===== config.mk =====
export PLATFORM = sky130hd
export DESIGN_NAME = telemetry_frame_receiver_unit
export DESIGN_NICKNAME = d
export VERILOG_FILES = /design/src/design/tfr_pkg.sv /design/src/design/telemetry_frame_receiver_unit.sv /design/src/design/tfr_parser.sv /design/src/design/tfr_out_stage.sv
export SDC_FILE = /design/constraint.sdc
export NUM_CORES = 1
export LEC_CHECK = 0
export BUFFER_PORTS_ARGS = -buffer_cell sky130_fd_sc_hd__buf_4
export CAP_MARGIN = 20
export CORE_ASPECT_RATIO = 0.5
export CORE_UTILIZATION = 44
export DETAILED_ROUTE_END_ITERATION = 6
export SLEW_MARGIN = 20
export SYNTH_ARGS = -nofsm -noshare
export SYNTH_HDL_FRONTEND = slang
export SYNTH_SLANG_ARGS = --single-unit

===== constraint.sdc =====
create_clock -name clk -period 2.8 [get_ports clk]
set_input_delay 0.56 -clock clk [delete_from_list [all_inputs] [get_ports clk]]
set_output_delay 0.56 -clock clk [all_outputs]
set_load 0.01 [all_outputs]

===== src/design/tfr_pkg.sv =====
package tfr_pkg;

  localparam logic [7:0] HDR_FIRST   = 8'hAA;
  localparam logic [7:0] HDR_SECOND  = 8'hAF;
  localparam logic [7:0] CODE_BOUND  = 8'hF1;
  localparam logic [7:0] HDR_SUM     = 8'h59;
  localparam logic [7:0] LIMIT_RESET = 8'd50;

  typedef enum logic [2:0] {
    PH_HUNT    = 3'd0,
    PH_HDR2    = 3'd1,
    PH_CODE    = 3'd2,
    PH_LEN     = 3'd3,
    PH_PAYLOAD = 3'd4,
    PH_CHECK   = 3'd5
  } phase_t;

  typedef struct packed {
    logic       frame_end;
    logic [7:0] function_code;
    logic [7:0] frame_length;
    logic [7:0] byte_index;
    logic [7:0] payload_byte;
    logic       checksum_ok;
  } result_t;

endpackage


===== src/design/telemetry_frame_receiver_unit.sv =====
// Telemetry frame receiver. Each accepted request carries one received serial
// byte; the unit hunts for the header 0xAA 0xAF, checks the function code
// (below 0xF1) and the length (below length_limit), then emits one result per
// payload byte with its index and a final result carrying the received
// checksum byte and a pass flag. Bad header, code or length bytes send the
// parser back to hunting, and a zero length goes straight to the checksum.
// The unit takes one byte every cycle while in_stall is low; a result is
// written into the output register, or into the skid register while the
// output register is held, when its byte is accepted. A two-entry output
// stage (result register plus skid register) lets input flow continue while
// a result waits, so in_stall rises only when both entries are occupied.
// length_limit resets to 50 and is written through the cfg channel, which is
// always ready and must only be used while the unit is idle.
module telemetry_frame_receiver_unit (
  input  logic       clk,
  input  logic       rst,
  input  logic       in_valid,
  output logic       in_stall,
  input  logic [7:0] rx_byte,
  output logic       out_valid,
  input  logic       out_stall,
  output logic       frame_end,
  output logic [7:0] function_code,
  output logic [7:0] frame_length,
  output logic [7:0] byte_index,
  output logic [7:0] payload_byte,
  output logic       checksum_ok,
  input  logic       cfg_valid,
  output logic       cfg_ready,
  input  logic [7:0] cfg_data
);
  import tfr_pkg::*;

  logic [7:0] length_limit;
  logic       fire;
  logic       res_valid;
  result_t    res;
  result_t    out_data;

  // The configuration register accepts a write on every cycle.
  assign cfg_ready = 1'b1;

  always_ff @(posedge clk) begin
    if (rst) begin
      length_limit <= LIMIT_RESET;
    end else if (cfg_valid && cfg_ready) begin
      length_limit <= cfg_data;
    end
  end

  // A byte is taken whenever the skid register is free.
  assign fire = in_valid && !in_stall;

  tfr_parser u_parser (
    .clk          (clk),
    .rst          (rst),
    .fire         (fire),
    .rx_byte      (rx_byte),
    .length_limit (length_limit),
    .res_valid    (res_valid),
    .res          (res)
  );

  tfr_out_stage u_out (
    .clk       (clk),
    .rst       (rst),
    .push      (fire && res_valid),
    .push_data (res),
    .full      (in_stall),
    .out_valid (out_valid),
    .out_stall (out_stall),
    .out_data  (out_data)
  );

  assign frame_end     = out_data.frame_end;
  assign function_code = out_data.function_code;
  assign frame_length  = out_data.frame_length;
  assign byte_index    = out_data.byte_index;
  assign payload_byte  = out_data.payload_byte;
  assign checksum_ok   = out_data.checksum_ok;

  // The skid register only fills behind an occupied result register.
  a_skid_behind_main: assert property (@(posedge clk) disable iff (rst)
    in_stall |-> out_valid)
    else $error("skid entry held while result register empty");

  // Payload results always lie inside the announced length.
  a_index_in_range: assert property (@(posedge clk) disable iff (rst)
    (out_valid && !frame_end) |-> (byte_index < frame_length))
    else $error("payload index outside frame length");

  // Only a frame end can report a checksum pass, and it carries index zero.
  a_end_fields: assert property (@(posedge clk) disable iff (rst)
    (out_valid && checksum_ok) |-> (frame_end && byte_index == 8'd0))
    else $error("checksum pass flag on a payload result");

  // A full output stage that is stalled holds off the input side in the next cycle too.
  a_full_blocks: assert property (@(posedge clk) disable iff (rst)
    (in_stall && out_stall) |=> in_stall)
    else $error("output stage drained while stalled");

endmodule


===== src/design/tfr_parser.sv =====
module tfr_parser (
  input  logic            clk,
  input  logic            rst,
  input  logic            fire,
  input  logic [7:0]      rx_byte,
  input  logic [7:0]      length_limit,
  output logic            res_valid,
  output tfr_pkg::result_t res
);
  import tfr_pkg::*;

  phase_t     phase, phase_next;
  logic [7:0] code_reg, code_reg_next;
  logic [7:0] length_reg, length_reg_next;
  logic [7:0] count_reg, count_reg_next;
  logic [7:0] running_sum, running_sum_next;

  always_ff @(posedge clk) begin
    if (rst) begin
      phase       <= PH_HUNT;
      code_reg    <= '0;
      length_reg  <= '0;
      count_reg   <= '0;
      running_sum <= '0;
    end else if (fire) begin
      phase       <= phase_next;
      code_reg    <= code_reg_next;
      length_reg  <= length_reg_next;
      count_reg   <= count_reg_next;
      running_sum <= running_sum_next;
    end
  end

  always_comb begin
    phase_next       = PH_HUNT;
    code_reg_next    = code_reg;
    length_reg_next  = length_reg;
    count_reg_next   = count_reg;
    running_sum_next = running_sum;
    res_valid        = 1'b0;
    res.frame_end     = 1'b0;
    res.function_code = code_reg;
    res.frame_length  = length_reg;
    res.byte_index    = count_reg;
    res.payload_byte  = rx_byte;
    res.checksum_ok   = 1'b0;
    unique case (phase)
      PH_HDR2: begin
        if (rx_byte == HDR_SECOND) begin
          running_sum_next = HDR_SUM;
          phase_next       = PH_CODE;
        end
      end
      PH_CODE: begin
        if (rx_byte < CODE_BOUND) begin
          code_reg_next    = rx_byte;
          running_sum_next = running_sum + rx_byte;
          phase_next       = PH_LEN;
        end
      end
      PH_LEN: begin
        if (rx_byte < length_limit) begin
          length_reg_next  = rx_byte;
          count_reg_next   = '0;
          running_sum_next = running_sum + rx_byte;
          phase_next       = (rx_byte == 8'd0) ? PH_CHECK : PH_PAYLOAD;
        end
      end
      PH_PAYLOAD: begin
        res_valid        = 1'b1;
        running_sum_next = running_sum + rx_byte;
        count_reg_next   = count_reg + 8'd1;
        phase_next       = (count_reg_next == length_reg) ? PH_CHECK : PH_PAYLOAD;
      end
      PH_CHECK: begin
        res_valid       = 1'b1;
        res.frame_end   = 1'b1;
        res.byte_index  = '0;
        res.checksum_ok = (running_sum == rx_byte);
      end
      default: begin
        // Hunting, and the unused phase codes, look for the first header byte.
        phase_next = (rx_byte == HDR_FIRST) ? PH_HDR2 : PH_HUNT;
      end
    endcase
  end

endmodule


===== src/design/tfr_out_stage.sv =====
module tfr_out_stage (
  input  logic             clk,
  input  logic             rst,
  input  logic             push,
  input  tfr_pkg::result_t push_data,
  output logic             full,
  output logic             out_valid,
  input  logic             out_stall,
  output tfr_pkg::result_t out_data
);
  import tfr_pkg::*;

  logic    skid_valid;
  result_t skid_data;
  logic    load_main;

  assign load_main = !out_valid || !out_stall;
  assign full      = skid_valid;

  always_ff @(posedge clk) begin
    if (rst) begin
      out_valid  <= 1'b0;
      skid_valid <= 1'b0;
    end else if (load_main) begin
      out_valid  <= skid_valid || push;
      skid_valid <= skid_valid && push;
    end else if (push) begin
      skid_valid <= 1'b1;
    end
  end

  always_ff @(posedge clk) begin
    if (load_main) begin
      out_data  <= skid_valid ? skid_data : push_data;
      skid_data <= push_data;
    end else if (push) begin
      skid_data <= push_data;
    end
  end

endmodule


==> results.ini, run 1 <==
[run_status]
run_status = finished clean

[timing]
timing.clock.skew_ns = 0.006830
finalSetupViolCount = 0
finalCritPeriodShare_pct = 88.07
timing.max_slew.rel_slack_pct = 65.19
finalHoldViolCount = 0
worstMarginPinSlew_ns = 0.5222
worst_hold_slack_ns = 0.3752
setup-tns-final_ns = 0
finalMaxSlewViolations = 0
period_needed_ns = 2.466
grt_setup_unrepaired = false
max_freq_mhz = 405.5

[placed_design]
io_buffer_count = 56
post-dp-hpwl_um = 6910
placed_area_sq_mm = 0.005647
routabilityCongestion = 0.8302

[layout]
stdcell_area_sq_mm = 0.006314
syn_to_final_growth_pct = 24.44
final_net_count = 531
drive_above_1_share_pct = 25.74
filler_cell_count = 930
insertedDiodeCount = 0
largestRegisters = u_out.out_data (34), u_out.skid_data (34)

[clock_tree]
clock-sinks = 113
cts_buffers = 17
clk_root_buffer_cell = clkbuf_16
cts-root-to-sink-buffers = 2
clock_tree.htree_level_count = 4
cts_hold_buffers = 0
cts.clk_slew.worst_paths_ns = 0.06
post_cts_resized = 0
cts_tree = done
clkLatencyLatePin_ns = 0.40
setup_fix_buffers_added_after_clock_tree_synthesis = 0

[synthesis]
synth_cell_type_count = 47
synthDominantCellAreaShare_pct = 40.25
yosys-top-cells-area = edfxtp_1 (40%), dfxtp_1 (18%), mux2_2 (6.9%)
postSynthNetCount = 468
synth.cells.most_frequent = edfxtp_1 (68), nor2_1 (51), dfxtp_1 (45), mux2_2 (31), mux2i_1 (22)
post_synth_instance_area_sq_mm = 0.005074
post_synth_inst_count = 429
synth_most_common_cell = edfxtp_1
synthDominantAreaCellType = edfxtp_1
postSynthRegisterBits = 113
synth_edf_count = 68
ys_async_sr_fraction_pct = 0
post_synth.cell_area_avg_sq_um = 11.83
ys_dominant_reg_cell = edfxtp_1
sequential_area_share_after_synthesis_pct = 58.00
yosysWarningCount = 0

[floorplanning]
die_height_um = 77.93
io-pin-count = 58
rows = 27
chipWidth_um = 153.9
core_region_area_sq_mm = 0.01111
die_area_sq_mm = 0.01199
floorplan.initialDensity_pct = 45.65

[worst_hold_path]
hp-class = input pin to register
critical_hold_path_startpoint = cfg_data[1]
holdPathStages = 3

[setup_path]
r2r.worst_path.cells = 7
worstSetupPathType = register to register
worstSetupStartpointType = register
crit_path_capture_type = register
crit_path_max_incr_delay_ns = 0.45
crit_chain = ha_1 -> nand3_1 -> or2_2 -> xnor2_1 -> nor4_1 -> a31oi_1 -> a2111oi_0
critPathLaunch = u_parser.count_reg[0]$_SDFFE_PP0P_
crit_path_max_fanout = 7
worst_ep_required_time_ns = 3.08
worstReg2RegStart = u_parser.count_reg[0]$_SDFFE_PP0P_
slowest_stage = dfxtp_1
worst-endpoint-arrival_ns = 2.75

[global_routing]
grt_pass1_vias = 3268
grt_start_max_net_pins = 45
grt_pass1_wl_um = 17310
grt.total_usage_pct = 19.13
antenna_found_initial = 0
remaining_global_route_overflow = 0

[run]
max-cap-violations = 0

[detailed_routing]
remaining_drc_errors = 0
routedWlPerCell_um = 16.29
vias_per_cell = 5.328
drt_pass1_iterations = 7
drt_first_iter_violations = 220
drt-total-wl_um = 10590
num_vias = 3463
number_of_nets_with_antenna_violations_after_routing = 0

[power]
power_density_mw_per_mm2 = 704.2
peakVddDrop_mv = 0.4545
finalPower_uw = 4446
power.leakage_uw = 0.002648

==> report_power, final <==
part / switching [uW] / total (uW) / internal (uW)
clock: 797 / 2420 / 1620
combinational: 128 / 225 / 97.4
sequential: 17.8 / 1800 / 1790
==> area by class of cell <==
type,instances,area [sq um],area share (%)
multi-input cells,280,1988,31.49
clock inverters,14,227.7,3.607
inverters,18,67.56,1.070
well taps,145,181.4,2.874
repair buffers,62,465.4,7.372
clock buffers,18,439.2,6.956
flip-flops and latches,113,2944,46.63
==> cell usage in the layout, fill, tap and decap left out, types with 3 or more instances in the layout <==
master	count
edfxtp_1	68
buf_4	62
nor2_1	51
dfxtp_1	44
mux2_2	31
mux2i_1	22
a21oi_1	20
nand2_1	18
inv_1	18
ha_1	17
clkbuf_16	17
nand3_1	11
and2_1	9
o21ai_0	9
xor2_1	9
o211ai_1	8
nor3_1	7
xnor2_1	7
nor4_1	6
nand2b_1	6
o2111ai_1	5
bufinv_16	5
o31ai_1	4
or3_1	4
a31oi_1	4
a211oi_1	4
inv_6	4
clkinv_4	4
nor2b_1	3
or2_2	3
and3_1	3
==> critical path: cells and delay by family (launching register included) <==
kind,cells,cell delay (ns)
AO/OA/AOI/OAI,2,0.50
XOR/XNOR,1,0.14
adder cells (fa/ha/maj),1,0.28
flip-flops,1,0.45
AND/OR/NAND/NOR,3,0.98
==> per-layer routing <==
layer,part of all wire [%],up-vias,global-route usage [%]
li1,-,1716,-
met1,52,1664,27.38
met2,43,76,28.45
met3,3.8,7,4.804
met4,0.47,0,5.700
met5,0,-,0
==> through the flow <==
stage,util (%),std cells,setup WS (ns)
after global placement,50.80,618,0.3557
after detailed placement,50.80,618,0.2871
after floorplan,-,429,0.2589
after global routing,56.81,650,0.09598
after CTS,56.81,650,0.3556
final,56.81,650,0.3339
==> path summary, 6_finish.rpt <==
check                           slack (ns)                              to
worst max-delay path                  0.33  u_parser.phase[0]$_SDFFE_PP0P_
worst min register to register        0.46   u_out.skid_data[30]$_DFFE_PP_
worst max register to register        0.33  u_parser.phase[0]$_SDFFE_PP0P_
worst min-delay path                  0.38    length_limit[1]$_SDFFE_PP1P_
==> cells by family after synthesis <==
| kind of cell | synth area share [%] |
|---|---|
| xor+xnor | 2.762 |
| compound gates | 8.385 |
| mux | 11.22 |
| other cells | 0.07391 |
| simple gates | 12.16 |
| flops | 58.00 |
| fa+ha+maj | 4.587 |
| buf+inv | 2.811 |
No activity file was read; power rests on OpenSTA's default activity.
==> run 2, diff against run 1 <==
- PLACE_DENSITY_LB_ADDON: default -> 0.08
- SETUP_SLACK_MARGIN: default -> 0.3
- SYNTH_HIERARCHICAL: default -> 1
==> results.ini, run 2 <==
[placed_design]
post-dp-hpwl_um = 7269  ; +5.2%
worst_setup_slack_before_clock_tree_synthesis_ns = 0.2423  ; -0.04484 ns
routabilityCongestion = 0.8169  ; -1.6%
io_buffer_count = 56  ; unchanged

[floorplanning]
die_area_sq_mm = 0.01260  ; +5.1%
die_height_um = 79.87  ; +2.5%
core_region_area_sq_mm = 0.01138  ; +2.4%
rows = 27  ; unchanged
chipWidth_um = 157.7  ; +2.5%
floorplan.initialDensity_pct = 46.87  ; +1.2 points
io-pin-count = 58  ; unchanged

[detailed_routing]
drt_pass1_iterations = 5  ; -2
routedWlPerCell_um = 16.69  ; +2.5%
num_vias = 3374  ; -2.6%
drt_first_iter_violations = 252  ; +15%
number_of_nets_with_antenna_violations_after_routing = 0  ; unchanged
vias_per_cell = 5.167  ; -3.0%
drt-total-wl_um = 10900  ; +3.0%
remaining_drc_errors = 0  ; unchanged

[synthesis]
post_synth_instance_area_sq_mm = 0.005336  ; +5.2%
synthDominantAreaCellType = edfxtp_1
yosysWarningCount = 6  ; +6
ys_dominant_reg_cell = edfxtp_1
postSynthNetCount = 459  ; -1.9%
post_synth.cell_area_avg_sq_um = 12.65  ; +6.9%
synth_most_common_cell = edfxtp_1
synthDominantCellAreaShare_pct = 38.26  ; -2.0 points
synth_cell_type_count = 65  ; +38%
synth_edf_count = 68  ; unchanged
yosys-top-cells-area = edfxtp_1 (38%), dfxtp_1 (17%), mux2_4 (8.2%)
ys_async_sr_fraction_pct = 0  ; unchanged
sequential_area_share_after_synthesis_pct = 55.15  ; -2.9 points
post_synth_inst_count = 422  ; -1.6%
synth.cells.most_frequent = edfxtp_1 (68), dfxtp_1 (45), nor2_1 (44), mux2_4 (29), mux2i_1 (22)
postSynthRegisterBits = 113  ; unchanged

[setup_path]
worstSetupStartpointType = register
reg2reg_setup_slack_ns = 0.63  ; +0.29 ns
worstReg2RegStart = length_limit[5]$_SDFFE_PP1P_
worstSetupPathType = register to register
crit_path_max_fanout = 6  ; -1
worst-endpoint-arrival_ns = 2.45  ; -0.30 ns
crit_path_capture_type = register
critPathLaunch = length_limit[5]$_SDFFE_PP1P_
worst_ep_required_time_ns = 3.08  ; about the same

[clock_tree]
clock_tree.htree_level_count = 4  ; unchanged
clkLatencyLatePin_ns = 0.41  ; about the same
post_cts_resized = 0  ; unchanged
clk_root_buffer_cell = clkbuf_16
setup_fix_buffers_added_after_clock_tree_synthesis = 0  ; unchanged
clock-sinks = 113  ; unchanged
cts_tree = done
cts_buffers = 17  ; unchanged
cts-root-to-sink-buffers = 2  ; unchanged
cts.clk_slew.worst_paths_ns = 0.05  ; about the same
cts_hold_buffers = 0  ; unchanged

[timing]
finalCritPeriodShare_pct = 77.65  ; -10 points
finalSetupViolCount = 0  ; unchanged
period_needed_ns = 2.174  ; -0.2920 ns
grt_setup_unrepaired = false
finalHoldViolCount = 0  ; unchanged
worstMarginPinSlew_ns = 0.8738  ; +0.3516 ns
max_freq_mhz = 460.0  ; +13%
finalWorstSetupSlack_ns = 0.6259  ; +0.2920 ns
worst_hold_slack_ns = 0.3618  ; -0.01339 ns
timing.max_slew.rel_slack_pct = 41.74  ; -23 points
timing.clock.skew_ns = 0.007486  ; +0.0006561 ns
setup-tns-final_ns = 0  ; unchanged
finalMaxSlewViolations = 0  ; unchanged

[worst_hold_path]
hp-class = input pin to register
critical_hold_path_startpoint = cfg_data[4]

[global_routing]
grt_start_max_net_pins = 47  ; +4.4%
remaining_global_route_overflow = 0  ; unchanged
grt_pass1_vias = 3285  ; +0.52%
grt.total_usage_pct = 19.39  ; +0.26 points
antenna_found_initial = 0  ; unchanged
grt_pass1_wl_um = 17670  ; +2.1%

[layout]
drive_above_1_share_pct = 29.35  ; +3.6 points
syn_to_final_growth_pct = 20.00
final_net_count = 519  ; -2.3%
largestRegisters = u_out/out_data (34), u_out/skid_data (34)
layout.cells.most_common = edfxtp_1
mostFrequentLayoutCells = edfxtp_1 (68), buf_4 (65), nor2_1 (44), dfxtp_1 (44), mux2_4 (29)
insertedDiodeCount = 0  ; unchanged
core_util_final_pct = 56.25  ; -0.56 points

[run_status]
run_status = finished clean

[power]
power.leakage_uw = 0.002661  ; +0.50%
peakVddDrop_mv = 0.4094  ; -9.9%
power_density_mw_per_mm2 = 640.0  ; -9.1%

[run]
max-cap-violations = 0  ; unchanged

run 2: cell count changes in the layout (fill, tap and decap cells not counted), sizes merged, moves of 4 or more:
| cell | change |
|---|---|
| clkinvlp | +5 |
| nor2 | -6 |
| o211ai | -7 |
| a21oi | -5 |
| xnor2 | +4 |
| o2111ai | -5 |
| mux2 | +4 |
| a311oi | +4 |
run 2: layer usage:
layer / global-route usage, % / vias to the layer above / part of all wire, %
li1: - / 1657 / -
met1: 28.37 / 1593 / 52
met2: 26.52 / 112 / 40
met3: 5.700 / 12 / 6.4
met4: 7.379 / 0 / 1.0
met5: 0 / - / 0
run 2: cells by family (layout without fill, tap and decap cells):
| group | count (synthesis) | count (layout) | share of synthesized area (%) |
|---|---|---|---|
| DFF | 113 | 113 | 55.15 |
| other | 1 | 1 | 0.07027 |
| adders and majority gates | 16 | 16 | 3.892 |
| and+or+nand+nor | 120 | 120 | 11.40 |
| AOI/OAI and AO/OA | 56 | 56 | 8.066 |
| xor gates and xnor gates | 18 | 18 | 2.954 |
| buffers and inverters | 41 | 113 | 4.924 |
| muxes | 57 | 57 | 13.55 |
run 2: area by class of cell:
| class | count | area, sq um |
|---|---|---|
| multi-input combinational | 268 | 2137 |
| clock inverter | 14 | 141.4 |
| clock buffer | 17 | 425.4 |
| timing repair buffer | 65 | 488.0 |
| fill | 1023 | 4981 |
| tap | 159 | 198.9 |
| sequential | 113 | 2944 |
| inverter | 17 | 68.82 |
run 2: report_power, final:
part           leakage, uW  switching, uW  total [uW]  internal (uW)
Clock             0.000261            749        2050           1300
Sequential         0.00118           20.5        1810           1790
Combinational      0.00122            131         242            111
Total              0.00266            901        4100           3200
run 2: path summary, 6_finish.rpt:
path                                               to  cells past startpoint
setup / recovery  u_parser/length_reg[2]$_SDFFE_PP0P_                      8
hold / removal           length_limit[4]$_SDFFE_PP1P_                      2
setup reg to reg  u_parser/length_reg[2]$_SDFFE_PP0P_                      8
hold reg to reg         u_out/skid_data[28]$_DFFE_PP_                      0
run 2: worst max-delay path: stages, from the launching register on:
cell and delay (ns):
dfxtp_1 0.32, inv_1 0.05, ha_1 0.27, a211oi_1 0.27, o211ai_1 0.16, a311oi_2 0.48, buf_4 0.26, mux2i_1 0.20
nor2_1 0.05
run 2: metrics by stage:
stage	instance area (sq um)	total power (uW)	std cells
after global placement	5837	2084	622
after CTS	6404	4142	653
final	6404	4099	653
after global routing	6404	4256	653
after floorplan	5336	1999	422
after detailed placement	5837	2087	622
